==> src/design/tkst_pkg.sv <==
`default_nettype none

package tkst_pkg;

    // Table geometry
    localparam int MAX_ENTRIES = 16;
    localparam int NAME_CHARS  = 8;
    localparam int IDX_W       = (MAX_ENTRIES > 1) ? $clog2(MAX_ENTRIES) : 1;
    localparam int COUNT_W     = 5;
    localparam int READ_IDX_W  = 4;

    // Field widths
    localparam int IN_SCORE_W  = 32;
    localparam int SCORE_W     = 31;
    localparam int NAME_W      = 64;
    localparam int RANK_W      = 4;

    // Stream packing
    localparam int IN_DATA_W   = IN_SCORE_W + NAME_W + READ_IDX_W;
    localparam int IN_TDATA_W  = ((IN_DATA_W + 7) / 8) * 8;
    localparam int OUT_DATA_W  = 1 + RANK_W + 1 + SCORE_W + NAME_W + COUNT_W;
    localparam int OUT_TDATA_W = ((OUT_DATA_W + 7) / 8) * 8;

    // Packed text used for an empty name, first char in the low byte
    localparam logic [NAME_W-1:0] DEFAULT_NAME = 64'h0000_7265_7961_6C50;

    // Mode codes carried on s_tuser
    localparam logic MODE_SUBMIT = 1'b0;
    localparam logic MODE_READ   = 1'b1;

    // Item travelling down the cell chain
    typedef struct packed {
        logic                 valid;
        logic                 is_new;
        logic [SCORE_W-1:0]   score;
        logic [NAME_W-1:0]    name;
    } carry_t;

endpackage

`default_nettype wire

==> src/design/top_k_sorted_insert_table.sv <==
// Channel  | Ports                     | Fields (low bit first)
// s_ input | s_tvalid/s_tready/s_tdata | tdata: new_score, name_tag, read_index
//          | s_tuser                   | tuser: mode (0 submit, 1 read)
// m_ result| m_tvalid/m_tready/m_tdata | tdata: accepted, final_rank, entry_valid,
//          |                           |        entry_score, entry_name, entry_count
//
// A submit travels down a chain of MAX_ENTRIES cells, one cell per cycle, before its
// result is staged; a read captures the addressed cell when it is accepted.
// One item is worked at a time; the next is accepted while a result waits on m_.
// Reset (aresetn low, synchronous) empties the table; stored entries are not cleared.
// A stall on m_tready holds the result and blocks only the item after the next.
`default_nettype none

module top_k_sorted_insert_table
    import tkst_pkg::*;
(
    input  wire logic                   aclk,
    input  wire logic                   aresetn,
    input  wire logic                   s_tvalid,
    output logic                        s_tready,
    input  wire logic [IN_TDATA_W-1:0]  s_tdata,   // new_score, name_tag, read_index
    input  wire logic                   s_tuser,   // mode
    output logic                        m_tvalid,
    input  wire logic                   m_tready,
    output logic [OUT_TDATA_W-1:0]      m_tdata    // accepted, final_rank, entry_valid,
                                                   // entry_score, entry_name, entry_count
);

    typedef enum logic [1:0] {ST_IDLE, ST_WAVE, ST_DONE} state_t;

    state_t               state_reg;
    logic                 m_tvalid_reg;
    logic [OUT_TDATA_W-1:0] m_tdata_reg;
    carry_t               inject_reg;
    logic [COUNT_W-1:0]   held_count_reg;
    logic [IDX_W-1:0]     wave_cnt_reg;
    logic                 acc_reg;
    logic [RANK_W-1:0]    rank_reg;

    logic                 pend_acc_reg;
    logic [RANK_W-1:0]    pend_rank_reg;
    logic                 pend_ev_reg;
    logic [SCORE_W-1:0]   pend_score_reg;
    logic [NAME_W-1:0]    pend_name_reg;
    logic [COUNT_W-1:0]   pend_count_reg;

    carry_t               chain [0:MAX_ENTRIES];
    logic [SCORE_W-1:0]   cell_score [0:MAX_ENTRIES-1];
    logic [NAME_W-1:0]    cell_name  [0:MAX_ENTRIES-1];
    logic [MAX_ENTRIES-1:0] took_vec;

    logic                 s_fire;
    logic                 slot_free;
    logic                 in_mode;
    logic [IN_SCORE_W-1:0] in_score;
    logic [NAME_W-1:0]    in_name;
    logic [READ_IDX_W-1:0] in_idx;
    logic [SCORE_W-1:0]   clamp_score;
    logic [NAME_W-1:0]    norm_name;
    logic                 any_took;
    logic [RANK_W-1:0]    took_rank;
    logic                 rd_valid;
    logic [IDX_W-1:0]     rd_addr;

    // Keep only bytes up to the first zero; an empty name becomes the default
    function automatic logic [NAME_W-1:0] normalize_name(input logic [NAME_W-1:0] tag);
        logic [NAME_W-1:0] res;
        logic              live;
        res  = '0;
        live = 1'b1;
        for (int b = 0; b < 8; b++) begin
            if (b < NAME_CHARS) begin
                if (tag[8*b +: 8] == 8'd0) begin
                    live = 1'b0;
                end
                if (live) begin
                    res[8*b +: 8] = tag[8*b +: 8];
                end
            end
        end
        if (res == '0) begin
            for (int b = 0; b < 8; b++) begin
                if (b < NAME_CHARS) begin
                    res[8*b +: 8] = DEFAULT_NAME[8*b +: 8];
                end
            end
        end
        return res;
    endfunction

    // Unpack the input item
    assign in_mode  = s_tuser;
    assign in_score = s_tdata[IN_SCORE_W-1:0];
    assign in_name  = s_tdata[IN_SCORE_W +: NAME_W];
    assign in_idx   = s_tdata[IN_SCORE_W + NAME_W +: READ_IDX_W];

    assign clamp_score = in_score[IN_SCORE_W-1] ? '0 : in_score[SCORE_W-1:0];
    assign norm_name   = normalize_name(in_name);

    assign s_tready  = (state_reg == ST_IDLE);
    assign s_fire    = s_tvalid && s_tready;
    assign slot_free = !m_tvalid_reg || m_tready;

    // Cell chain
    assign chain[0] = inject_reg;

    for (genvar i = 0; i < MAX_ENTRIES; i++) begin : g_cell
        tkst_cell u_cell (
            .aclk        (aclk),
            .aresetn     (aresetn),
            .cell_idx    (IDX_W'(i)),
            .held_count  (held_count_reg),
            .carry_in    (chain[i]),
            .carry_out   (chain[i+1]),
            .entry_score (cell_score[i]),
            .entry_name  (cell_name[i]),
            .took_new    (took_vec[i])
        );
    end

    // Locate the cell that took the new item this cycle
    always_comb begin
        took_rank = '0;
        for (int i = 0; i < MAX_ENTRIES; i++) begin
            if (took_vec[i]) begin
                took_rank = took_rank | RANK_W'(i);
            end
        end
    end
    assign any_took = |took_vec;

    // Read port
    assign rd_addr  = IDX_W'(in_idx);
    assign rd_valid = (COUNT_W'(in_idx) < held_count_reg) &&
                      (COUNT_W'(in_idx) < COUNT_W'(MAX_ENTRIES));

    // Control, result staging and output register
    always_ff @(posedge aclk) begin
        if (!aresetn) begin
            state_reg        <= ST_IDLE;
            m_tvalid_reg     <= 1'b0;
            inject_reg.valid <= 1'b0;
            held_count_reg   <= '0;
            wave_cnt_reg     <= '0;
            acc_reg          <= 1'b0;
        end else begin
            inject_reg.valid <= s_fire && (in_mode == MODE_SUBMIT);
            if ((state_reg == ST_DONE) && slot_free) begin
                m_tvalid_reg <= 1'b1;
            end else if (m_tready) begin
                m_tvalid_reg <= 1'b0;
            end
            unique case (state_reg)
                ST_IDLE: begin
                    if (s_fire) begin
                        if (in_mode == MODE_SUBMIT) begin
                            inject_reg.is_new <= 1'b1;
                            inject_reg.score  <= clamp_score;
                            inject_reg.name   <= norm_name;
                            wave_cnt_reg      <= '0;
                            acc_reg           <= 1'b0;
                            rank_reg          <= '0;
                            state_reg         <= ST_WAVE;
                        end else begin
                            pend_acc_reg   <= 1'b0;
                            pend_rank_reg  <= '0;
                            pend_ev_reg    <= rd_valid;
                            pend_score_reg <= rd_valid ? cell_score[rd_addr] : '0;
                            pend_name_reg  <= rd_valid ? cell_name[rd_addr] : '0;
                            pend_count_reg <= held_count_reg;
                            state_reg      <= ST_DONE;
                        end
                    end
                end
                ST_WAVE: begin
                    if (any_took) begin
                        acc_reg  <= 1'b1;
                        rank_reg <= took_rank;
                    end
                    wave_cnt_reg <= wave_cnt_reg + 1'b1;
                    if (wave_cnt_reg == IDX_W'(MAX_ENTRIES - 1)) begin
                        pend_acc_reg   <= acc_reg || any_took;
                        pend_rank_reg  <= any_took ? took_rank : rank_reg;
                        pend_ev_reg    <= 1'b0;
                        pend_score_reg <= '0;
                        pend_name_reg  <= '0;
                        if (held_count_reg < COUNT_W'(MAX_ENTRIES)) begin
                            held_count_reg <= held_count_reg + 1'b1;
                            pend_count_reg <= held_count_reg + 1'b1;
                        end else begin
                            pend_count_reg <= held_count_reg;
                        end
                        state_reg <= ST_DONE;
                    end
                end
                ST_DONE: begin
                    if (slot_free) begin
                        m_tdata_reg  <= OUT_TDATA_W'({pend_count_reg, pend_name_reg,
                                                      pend_score_reg, pend_ev_reg,
                                                      pend_rank_reg, pend_acc_reg});
                        state_reg    <= ST_IDLE;
                    end
                end
                default: begin
                    state_reg <= ST_IDLE;
                end
            endcase
        end
    end

    assign m_tvalid = m_tvalid_reg;
    assign m_tdata  = m_tdata_reg;

`ifndef ASSERT_OFF
    // The table never holds more than its capacity
    a_count_bound: assert property (@(posedge aclk) disable iff (!aresetn)
        held_count_reg <= COUNT_W'(MAX_ENTRIES))
        else $error("held count beyond capacity");

    // The new item settles in at most one cell
    a_one_take: assert property (@(posedge aclk) disable iff (!aresetn)
        $onehot0(took_vec))
        else $error("new item taken by several cells");

    // Cells only take the new item while a wave runs
    a_take_in_wave: assert property (@(posedge aclk) disable iff (!aresetn)
        any_took |-> (state_reg == ST_WAVE))
        else $error("new item taken outside a wave");

    // A result never reports both an insert and a read hit
    a_result_kind: assert property (@(posedge aclk) disable iff (!aresetn)
        m_tvalid |-> !(m_tdata[0] && m_tdata[1 + RANK_W]))
        else $error("result marks both accepted and entry_valid");
`endif

endmodule

`default_nettype wire

==> src/design/tkst_cell.sv <==
`default_nettype none

module tkst_cell
    import tkst_pkg::*;
(
    input  wire logic                 aclk,
    input  wire logic                 aresetn,
    input  wire logic [IDX_W-1:0]     cell_idx,
    input  wire logic [COUNT_W-1:0]   held_count,
    input  wire carry_t               carry_in,
    output carry_t                    carry_out,
    output logic [SCORE_W-1:0]        entry_score,
    output logic [NAME_W-1:0]         entry_name,
    output logic                      took_new
);

    logic [SCORE_W-1:0] score_reg;
    logic [NAME_W-1:0]  name_reg;
    carry_t             carry_reg;
    carry_t             carry_next;
    logic               occupied;
    logic               take;

    // Claim the slot when empty, when a displaced entry shifts down, or when the
    // new item scores strictly higher
    assign occupied = COUNT_W'(cell_idx) < held_count;
    assign take     = carry_in.valid &&
                      (!occupied || !carry_in.is_new || (carry_in.score > score_reg));
    assign took_new = take && carry_in.is_new;

    // Pass on the displaced entry, or the item itself when not taken
    always_comb begin
        if (take) begin
            carry_next.valid  = occupied;
            carry_next.is_new = 1'b0;
            carry_next.score  = score_reg;
            carry_next.name   = name_reg;
        end else begin
            carry_next = carry_in;
        end
    end

    // Hold the entry
    always_ff @(posedge aclk) begin
        if (take) begin
            score_reg <= carry_in.score;
            name_reg  <= carry_in.name;
        end
    end

    // Advance the carry to the next cell
    always_ff @(posedge aclk) begin
        if (!aresetn) begin
            carry_reg.valid <= 1'b0;
        end else begin
            carry_reg.valid <= carry_next.valid;
        end
        carry_reg.is_new <= carry_next.is_new;
        carry_reg.score  <= carry_next.score;
        carry_reg.name   <= carry_next.name;
    end

    assign carry_out   = carry_reg;
    assign entry_score = score_reg;
    assign entry_name  = name_reg;

endmodule

`default_nettype wire

==> config.mk <==
export PLATFORM = sky130hd
export DESIGN_NAME = top_k_sorted_insert_table
export DESIGN_NICKNAME = d
export VERILOG_FILES = /design/src/design/tkst_pkg.sv /design/src/design/top_k_sorted_insert_table.sv /design/src/design/tkst_cell.sv
export SDC_FILE = /design/constraint.sdc
export NUM_CORES = 2
export LEC_CHECK = 0
export ABC_CLOCK_PERIOD_IN_PS = 23300
export BUFFER_PORTS_ARGS = -buffer_cell sky130_fd_sc_hd__buf_2
export CAP_MARGIN = 25
export CORE_UTILIZATION = 25
export CTS_CLUSTER_SIZE = 30
export DETAILED_ROUTE_END_ITERATION = 8
export PLACE_DENSITY = 0.38
export SETUP_SLACK_MARGIN = 0.3
export SLEW_MARGIN = 20
export SYNTH_ARGS = -nofsm -noshare
export SYNTH_HDL_FRONTEND = slang
export SYNTH_SLANG_ARGS = --single-unit
==> constraint.sdc <==
create_clock -name aclk -period 23.3 [get_ports aclk]
set_input_delay 2.33 -clock aclk [delete_from_list [all_inputs] [get_ports aclk]]
set_output_delay 2.33 -clock aclk [all_outputs]
set_load 0.01 [all_outputs]
==> impl_metrics.json <==
{
  "root_buffer": "clkbuf_16",
  "synth-main-ff-cell": "edfxtp_1",
  "chipWidth_um": 714,
  "rows": 260,
  "drv_cap": 0,
  "cts_tree": "built",
  "cts_buffer_depth": 4,
  "layout_setup_ws_ns": 17.60,
  "final_cell_area_um2": 149000,
  "maxSlewViolCount": 0,
  "drive_gt1_frac": 0.218,
  "post_cts_buffers": 0,
  "h-tree-depth": 5,
  "grt_usage": 0.153,
  "dr.pass1.iters": 5,
  "die_h_um": 714,
  "gp_congestion": 0.806,
  "numClockSinks": 3300,
  "power_uw": 13100,
  "slew_headroom": 0.155,
  "synth_cell_types": 80,
  "synth-seq-cells": 3300,
  "layout_common_cells": "edfxtp_1 (1831), nand2_1 (1565), dfxtp_1 (1469)",
  "crit_path_max_fanout": 130,
  "antenna_found_initial": 29,
  "crit_required_ns": 23.99,
  "async_flop_share": 0,
  "arrival_ns": 6.39,
  "worst_pin_slew_ns": 1.26,
  "p_leak_uw": 0.0569,
  "rsz0062_at_grt": "false",
  "clk-insertion-delay-late_ns": 1.01,
  "wl_um": 397000,
  "tns_ns": 0,
  "synth_edf_count": 1831,
  "path_class": "in -> reg",
  "clk_pin_slew_ns": 0.06,
  "cts_resized": 0,
  "core_area_um2": 503000,
  "grt_pass1_wl_um": 563000,
  "syn_avg_cell_area_um2": 14.2,
  "synth_area_um2": 127000,
  "endpoint_kind": "flip-flop",
  "synth_seq_area_share": 0.667,
  "cts_hold_buf": 0,
  "finalNetCount": 9864,
  "min_period_over_period": 0.245,
  "final_common_cell": "edfxtp_1",
  "setup_viol": 0,
  "placed_cell_area_um2": 136000,
  "hpwl_um": 250000,
  "pin_count": 223,
  "start_util": 0.252,
  "post-synth-top-area-fraction": 0.434,
  "fmax_mhz": 175,
  "vdd_drop_max_uv": 64.2,
  "vias": 72100,
  "yosysTopAreaCell": "edfxtp_1",
  "drc": 0,
  "hold_viol_final": 0,
  "drt_iter0_markers": 5338,
  "skew_ns": 0.0734,
  "wl_per_cell_um": 24.4,
  "pre_cts_ws_ns": 16.51,
  "p_per_area_nw_per_um2": 88.2,
  "area_delta_synth_final_pct": 17.7,
  "critPathLaunchType": "primary input",
  "io_buffers": 212,
  "dieArea_um2": 509000,
  "cts_buffers": 387,
  "viasPerCell": 4.43,
  "antenna_left": 0,
  "hold_class": "reg -> reg",
  "largest_reg_flops": 1455,
  "min_period_ns": 5.70,
  "timing.hold.ws_ns": 0.369,
  "synth_area_leaders": "edfxtp_1 (43%), dfxtp_1 (23%), mux4_2 (8.4%), mux2_2 (5.8%), ha_1 (5.0%)",
  "syn_inst": 8901,
  "yosysWarningCount": 0,
  "outcome": "completed",
  "grt_max_degree": 131,
  "grt_overflow_total": 0,
  "grt_pass1_vias": 74800
}
==> cells in the mapped netlist (13+ instances only) <==
library cell  count
nand2b_1         18
nor3_1           26
nand4_1         100
nand3_1          55
nand2_1        1569
inv_1           539
clkbuf_1        276
and2_1           47
mux4_2          475
nor2_1           75
edfxtp_1       1831
buf_2            39
buf_1            57
mux2_2          650
o211ai_1         13
a21oi_1         180
nor4_1           31
a21o_1           48
dfxtp_1        1469
nor2b_1         141
a211oi_1         25
and3_1           17
o21ai_0         546
ha_1            501
==> logic make-up (layout without fill, tap and decap cells) <==
kind of cell / Yosys count / in the layout / share of synthesized area
DFF: 3300 / 3300 / 0.667
adders and majority gates: 501 / 501 / 0.0495
other: 1 / 23 / 0.0000296
xor gates and xnor gates: 8 / 8 / 0.000553
buffers and inverters: 920 / 1607 / 0.0278
and+or+nand+nor: 2129 / 2129 / 0.0726
muxes: 1127 / 1127 / 0.142
AOI/OAI and AO/OA: 915 / 915 / 0.0404
==> area by class of cell <==
type,count,area (µm²)
fillers,50500,354000
flip-flops and latches,3300,84400
multi-input cells,4686,38900
clock buffers,585,11200
well taps,6681,8360
repair buffers,337,2160
inverters,542,2120
clock inverters,143,1810
diodes,17,42.5
==> where the power goes <==
group | switching (µW) | internal, µW | total (µW)
clock | 2540 | 3680 | 6220
combinational | 279 | 226 | 505
sequential | 106 | 6320 | 6430
total | 2920 | 10200 | 13100
==> metal layers <==
layer | track usage | wire length (µm) | up-vias
met5 | 0 | 48 | -
met4 | 0.0376 | 9270 | 8
met3 | 0.0229 | 19300 | 478
met2 | 0.245 | 181000 | 1642
met1 | 0.217 | 188000 | 36900
li1 | - | - | 33100
==> final timing paths <==
kind	slack [ns]	endpoint	from	cells past startpoint
setup / recovery	17.60	pend_name_reg[23]	s_tdata[97]	7
hold / removal	0.37	g_cell[15].u_cell.entry_name[0]	g_cell[14].u_cell.carry_out[0]	0
setup reg to reg	17.65	g_cell[8].u_cell.entry_name[37]	g_cell[8].u_cell.entry_score[16]	12
hold reg to reg	0.37	g_cell[15].u_cell.entry_name[0]	g_cell[14].u_cell.carry_out[0]	0
==> critical path, cell delays in order <==
cell	delay [ns]
buf_8	0.41
buf_12	0.86
buf_12	0.63
buf_4	0.72
mux4_2	0.44
mux4_2	0.48
nor2b_1	0.14
==> metrics by stage <==
step                       util  cells
after global routing      0.296  16300
after CTS                 0.296  16300
after global placement    0.270  15500
after detailed placement  0.270  15500
final                     0.296  16300
after floorplan               -   8906
No activity file was read; power rests on OpenSTA's default activity.
